==> src/design/pcorr_pkg.sv <==
// Shared types and constants for the Pearson correlation unit.
// No dependencies; used by pcorr_ctrl, pcorr_dp and pearson_correlation_unit.
package pcorr_pkg;

   localparam int unsigned SAMPLE_W = 16;
   localparam int unsigned COUNT_W  = 13;
   localparam int unsigned SUM_W    = 28;
   localparam int unsigned SQ_W     = 43;
   localparam int unsigned PROD_W   = 64;
   localparam int unsigned BIG_W    = 110;  // vx*vy and num^2
   localparam int unsigned ROOT_W   = 141;  // root search accumulators
   localparam int unsigned Q_W      = 15;   // |r| in Q1.14, up to 16384
   localparam int unsigned BIT_W    = 4;
   localparam logic [COUNT_W-1:0] MAX_LEN  = 13'd4096;
   localparam logic [BIT_W-1:0]   TOP_BIT  = 4'd14;

   typedef enum logic [1:0] {
      RES_OK       = 2'd0,
      RES_SHORT    = 2'd1,
      RES_FLAT     = 2'd2,
      RES_OVERFLOW = 2'd3
   } res_code_type;

   // Wide products, run in this order
   typedef enum logic [2:0] {
      MUL_N_SXY  = 3'd0,
      MUL_SX_SY  = 3'd1,
      MUL_N_SXX  = 3'd2,
      MUL_SX_SX  = 3'd3,
      MUL_N_SYY  = 3'd4,
      MUL_SY_SY  = 3'd5,
      MUL_VX_VY  = 3'd6,
      MUL_NUM_SQ = 3'd7
   } mul_op_type;

   typedef enum logic [2:0] {
      CS_ACCUM,
      CS_MUL_LOAD,
      CS_MUL_WAIT,
      CS_ROOT_INIT,
      CS_ROOT_ADD,
      CS_ROOT_STEP,
      CS_FINISH
   } ctrl_state_type;

   typedef struct packed {
      logic             acc_en;
      logic             mul_load;
      mul_op_type       mul_op;
      logic             root_init;
      logic             root_add;
      logic             root_step;
      logic [BIT_W-1:0] root_bit;
      logic             out_load;
   } dp_cmd_type;

   typedef struct packed {
      logic mul_done;
      logic code_ok;
      logic out_free;
   } dp_status_type;

endpackage

==> src/design/pcorr_ctrl.sv <==
// Sequencer for the Pearson correlation unit: accumulate, wide products, root search.
// Depends on pcorr_pkg.
module pcorr_ctrl (
   input  logic                     clock,
   input  logic                     reset,
   input  logic                     req_tvalid,
   input  logic                     req_tlast,
   output logic                     req_tready,
   input  pcorr_pkg::dp_status_type status,
   output pcorr_pkg::dp_cmd_type    cmd
);

   pcorr_pkg::ctrl_state_type       state_ff, state_in;
   pcorr_pkg::mul_op_type           op_ff, op_in;
   logic [pcorr_pkg::BIT_W-1:0]     bit_ff, bit_in;

   always_ff @(posedge clock) begin
      if (reset) begin
         state_ff <= pcorr_pkg::CS_ACCUM;
         op_ff    <= pcorr_pkg::MUL_N_SXY;
         bit_ff   <= pcorr_pkg::TOP_BIT;
      end else begin
         state_ff <= state_in;
         op_ff    <= op_in;
         bit_ff   <= bit_in;
      end
   end

   // next state
   always_comb begin
      state_in = state_ff;
      op_in    = op_ff;
      bit_in   = bit_ff;
      unique case (state_ff)
         pcorr_pkg::CS_ACCUM: begin
            if (req_tvalid && req_tlast) begin
               state_in = pcorr_pkg::CS_MUL_LOAD;
               op_in    = pcorr_pkg::MUL_N_SXY;
            end
         end
         pcorr_pkg::CS_MUL_LOAD: state_in = pcorr_pkg::CS_MUL_WAIT;
         pcorr_pkg::CS_MUL_WAIT: begin
            if (status.mul_done) begin
               if (op_ff == pcorr_pkg::MUL_NUM_SQ) begin
                  state_in = status.code_ok ? pcorr_pkg::CS_ROOT_INIT : pcorr_pkg::CS_FINISH;
               end else begin
                  op_in    = pcorr_pkg::mul_op_type'(op_ff + 3'd1);
                  state_in = pcorr_pkg::CS_MUL_LOAD;
               end
            end
         end
         pcorr_pkg::CS_ROOT_INIT: begin
            state_in = pcorr_pkg::CS_ROOT_ADD;
            bit_in   = pcorr_pkg::TOP_BIT;
         end
         pcorr_pkg::CS_ROOT_ADD: state_in = pcorr_pkg::CS_ROOT_STEP;
         pcorr_pkg::CS_ROOT_STEP: begin
            if (bit_ff == '0) begin
               state_in = pcorr_pkg::CS_FINISH;
            end else begin
               bit_in   = bit_ff - 4'd1;
               state_in = pcorr_pkg::CS_ROOT_ADD;
            end
         end
         pcorr_pkg::CS_FINISH: begin
            if (status.out_free) state_in = pcorr_pkg::CS_ACCUM;
         end
         default: state_in = pcorr_pkg::CS_ACCUM;
      endcase
   end

   // outputs
   always_comb begin
      req_tready    = (state_ff == pcorr_pkg::CS_ACCUM);
      cmd.acc_en    = (state_ff == pcorr_pkg::CS_ACCUM) && req_tvalid;
      cmd.mul_load  = (state_ff == pcorr_pkg::CS_MUL_LOAD);
      cmd.mul_op    = op_ff;
      cmd.root_init = (state_ff == pcorr_pkg::CS_ROOT_INIT);
      cmd.root_add  = (state_ff == pcorr_pkg::CS_ROOT_ADD);
      cmd.root_step = (state_ff == pcorr_pkg::CS_ROOT_STEP);
      cmd.root_bit  = bit_ff;
      cmd.out_load  = (state_ff == pcorr_pkg::CS_FINISH) && status.out_free;
   end

endmodule

==> config.mk <==
export PLATFORM = sky130hd
export DESIGN_NAME = pcorr_ctrl
export DESIGN_NICKNAME = d
export VERILOG_FILES = /design/src/design/pcorr_pkg.sv /design/src/design/pcorr_ctrl.sv
export SDC_FILE = /design/constraint.sdc
export NUM_CORES = 1
export LEC_CHECK = 0
export ABC_AREA = 1
export BUFFER_PORTS_ARGS = -buffer_cell sky130_fd_sc_hd__buf_2
export CORE_MARGIN = 8
export CORE_UTILIZATION = 35
export CTS_BUF_LIST = sky130_fd_sc_hd__clkbuf_4
export CTS_CLUSTER_DIAMETER = 100
export CTS_CLUSTER_SIZE = 20
export DETAILED_ROUTE_END_ITERATION = 8
export SYNTH_ARGS = -nofsm -noshare
export SYNTH_HDL_FRONTEND = slang
export SYNTH_SLANG_ARGS = --single-unit
==> constraint.sdc <==
create_clock -name clock -period 1.5 [get_ports clock]
set_input_delay 0.15 -clock clock [delete_from_list [all_inputs] [get_ports clock]]
set_output_delay 0.15 -clock clock [all_outputs]
set_load 0.05 [all_outputs]
Word-level counts from Yosys, hierarchy flattened
Cells that the tools add are included.
{ "totals": {"regBits": 10, "input_bits": 7, "output_inout_bits": 14, "word_cells": 40} }
{ "op_classes": {"add_sub_neg": 2, "eq_ne": 12, "n_mux": 13, "n_reduce_logical": 10} }
{ "op_table": {"columns": ["op", "n"], "rows": [
  ["3-bit 2-to-1 mux", 8],
  ["3-bit one-hot mux with 7 select lines", 1],
  ["3-bit equality test (second input constant)", 4],
  ["2-bit inequality test (second input constant)", 4],
  ["4-bit one-hot mux with 2 select lines", 1],
  ["3-bit by 2-bit equality test with 1-bit output (second input constant)", 2],
  ["3-bit one-hot mux with 2 select lines", 1],
  ["4-bit zero test", 1],
  ["4-bit 2-to-1 mux", 1],
  ["4-bit AND reduction", 1],
  ["2-bit nonzero test", 2],
  ["4-bit by 1-bit subtractor with 4-bit output (second input constant)", 1],
  ["3-bit by 1-bit adder with 3-bit output (second input constant)", 1],
  ["3-bit by 1-bit equality test with 1-bit output (second input constant)", 1],
  ["1-bit logical AND", 3],
  ["3-bit zero test", 1],
  ["3-bit AND reduction", 1],
  ["2-bit 2-to-1 mux", 1],
  ["2-bit by 1-bit inequality test with 1-bit output (second input constant)", 1],
  ["2-bit AND reduction", 1]
]} }

Longest topological paths before layout
{ "depth": {"word_depth": 4, "depth_mapped": 8, "depth_no_buf": 8} }

Worst setup path before layout
Ideal clock, no wire load.
{ "synth_timing": {"path_type": "register to output", "start": "register state_ff[2]", "end": "output port cmd[0] (netlist name)", "t_arrival_ps": 1684, "required_time_ps": 1350, "setup_slack_ps": -334, "stages_incl_launch_ff": 3, "n_path_buf": 0, "cell_sequence": "dfxtp_1 > nand2_1 > nor3b_1"} }
{ "synth_lines": {"columns": ["element", "line_no", "rtl"], "rows": [
  ["from (decl)", "pcorr_ctrl.sv:13", "pcorr_pkg::ctrl_state_type state_ff, state_in;"],
  ["from (signal assigned)", "pcorr_ctrl.sv:19", "state_ff <= pcorr_pkg::CS_ACCUM;"],
  ["from (signal assigned)", "pcorr_ctrl.sv:23", "state_ff <= state_in;"],
  ["to (decl)", "pcorr_ctrl.sv:10", "output pcorr_pkg::dp_cmd_type cmd"]
]} }

==> impl_metrics.py <==
metrics = {
    "cts": {
        "clk_latency_ns": 0.26,
        "cts_sinks": 10,
        "htreeDepth": 1,
        "ctsHoldBuffers": 0,
        "clock_path_buffers": 2,
        "ctsResizeCount": 2,
        "root_buffer": "clkbuf_4",
        "cts_tree": "built",
        "post_cts_buffers": 0,
        "cts.clk_slew.worst_paths_ns": 0.07,
        "cts_made_buffers": 3,
    },
    "hold_path": {
        "hold_depth": 2,
        "hp-class": "primary input to flop",
    },
    "final_layout": {
        "area_delta_synth_final_pct": 27.29,
        "final_common_cell": "nand2_1",
        "layout-drive-gt1-share_pct": 36.64,
        "nFillCells": 214,
        "final_cells": 158,
        "multi_input_area_sq_um": 439.2,
        "insertedDiodeCount": 0,
        "regArea_sq_um": 210.2,
        "finalInstanceArea_sq_um": 887.1,
        "final_cell_mix": "23 x nand2_1, 18 x nor2_1, 16 x buf_2",
        "final_nets": 143,
    },
    "flow_run": {
        "cap_violations": 0,
    },
    "drt": {
        "vias": 715,
        "routedWlPerCell_um": 10.09,
        "drtIter0Drc": 16,
        "finalWirelength_mm": 1.595,
        "route.detailed.drc": 0,
        "final_antenna_net_count": 0,
        "drtPass1Iterations": 4,
        "via_per_inst": 4.525,
    },
    "synthesis": {
        "ys_warn_count": 0,
        "synthesis.area_sq_um": 696.9,
        "ys_seq_area_share_pct": 28.73,
        "ys_types": 22,
        "synth_nets": 118,
        "netlist_instances": 107,
        "ys_ff_latch": 10,
        "avgSynthCellArea_sq_um": 6.513,
    },
    "timing": {
        "grt_setup_unrepaired": "false",
        "skew_ns": 0.001936,
        "fin_crit_ns": 1.398,
        "timing.fmax_ghz": 0.7151,
        "worst_slew_pin_slew_ns": 0.2576,
        "slew-limit-headroom_pct": 82.94,
        "fin_crit_sh_pct": 93.23,
        "maxSlewViolCount": 0,
        "hold_viol": 0,
        "fin_tns_setup_ns": 0,
        "setup_viol_count_final": 0,
        "worst_slack_ns": 0.1015,
    },
    "place": {
        "gp_congestion": 0.8246,
        "portBuffers": 20,
        "dp.cells": 154,
        "placed_cell_area_sq_um": 845.8,
        "pre_cts_ws_ns": 0.1249,
        "hpwl_mm": 1.328,
    },
    "critical_path": {
        "path_max_fanout": 5,
        "rrSetupSlack_ns": 0.19,
        "required_ns": 1.35,
        "critPathCaptureType": "output port",
        "crit_arrival_ns": 1.25,
        "rr_worst_depth": 7,
        "path_class": "flop to output port",
        "cp-start-kind": "flop",
    },
    "floorplanning": {
        "die_h_um": 60.62,
        "core_area_sq_mm": 0.001922,
        "die_area_sq_mm": 0.003675,
        "start_util_pct": 36.26,
        "num_rows": 16,
        "io_pins": 21,
        "fp.dieW_um": 60.62,
    },
    "global_route": {
        "overflow": 0,
        "antenna_found_initial": 0,
        "grt_first_pass_wirelength_mm": 2.601,
        "grt_max_degree": 10,
        "grt_pass1_vias": 638,
        "track_usage_pct": 9.231,
    },
    "power": {
        "powerDensity_mw_per_mm2": 851.4,
        "leakagePower_nw": 0.4379,
        "power_uw": 755.3,
        "ir_drop_uv": 607.1,
    },
    "outcome": {
        "status": "completed",
    },
}
## per-stage QoR
stage                     utilization (%)  hold slack, ns
after CTS                           45.57          0.1181
after floorplan                         -          0.2051
after detailed placement            44.01          0.4097
after global routing                46.16          0.1233
after global placement              44.01          0.4064
final                               46.16          0.1295
## cell usage after synthesis (all sizes together)
cell type,instances,area [sq um]
a21oi,5,28.78
buf,1,7.510
dfxtp,10,200.2
ha,4,50.05
inv,16,60.06
nand2,28,122.6
nand3,15,85.08
nand4,1,6.260
nor2,21,96.34
nor3,2,15.01
nor3b,1,7.510
o211ai,1,7.510
o21ai,2,10.00
## report_power, final
part	switching [mW]	leakage, nW	total, mW	internal, mW
clock	0.0954	0.0154	0.192	0.0961
sequential	0.0257	0.0834	0.313	0.287
combinational	0.182	0.339	0.251	0.0686
total	0.303	0.438	0.755	0.452
## registers in the layout, summed over array words and instances, names as in the netlist
name,cells
bit_ff,4
op_ff,3
state_ff,3
## area by class of cell
cell class | count | share of cell area, %
flip-flops and latches | 10 | 23.70
inverters | 16 | 6.770
repair buffers | 21 | 13.26
clock buffers | 3 | 2.539
well taps | 27 | 3.808
clock inverters | 1 | 0.4231
multi-input cells | 80 | 49.51
## final timing paths
| path | start | to |
|---|---|---|
| worst min register to register | bit_ff[3] | bit_ff[3] |
| worst max register to register | op_ff[0] | op_ff[0] |
| worst min-delay path | reset | bit_ff[0] |
| worst max-delay path | state_ff[1] | cmd[12] |
## logic make-up (layout without fill, tap and decap cells)
logic type	after synthesis	after routing	synth area share (%)
AOI/OAI and AO/OA	8	8	6.642
adders and majority gates	4	4	7.182
buffers and inverters	17	41	9.696
DFF	10	10	28.73
and+or+nand+nor	68	68	47.75
## critical path: stages (launching register included)
cell	delay (ns)
dfxtp_1	0.37
nor2_1	0.18
nand2_1	0.11
nor2_1	0.09
clkbuf_4	0.23
## metal layers
metal  vias to the layer above  routed length, um  track usage [%]
li1                        390                  -                -
met1                       309                757            10.37
met2                        14                704            14.63
met3                         2                122            4.873
met4                         0                 10            2.990
met5                         -                  0                0
No activity file was read; power rests on OpenSTA's default activity.
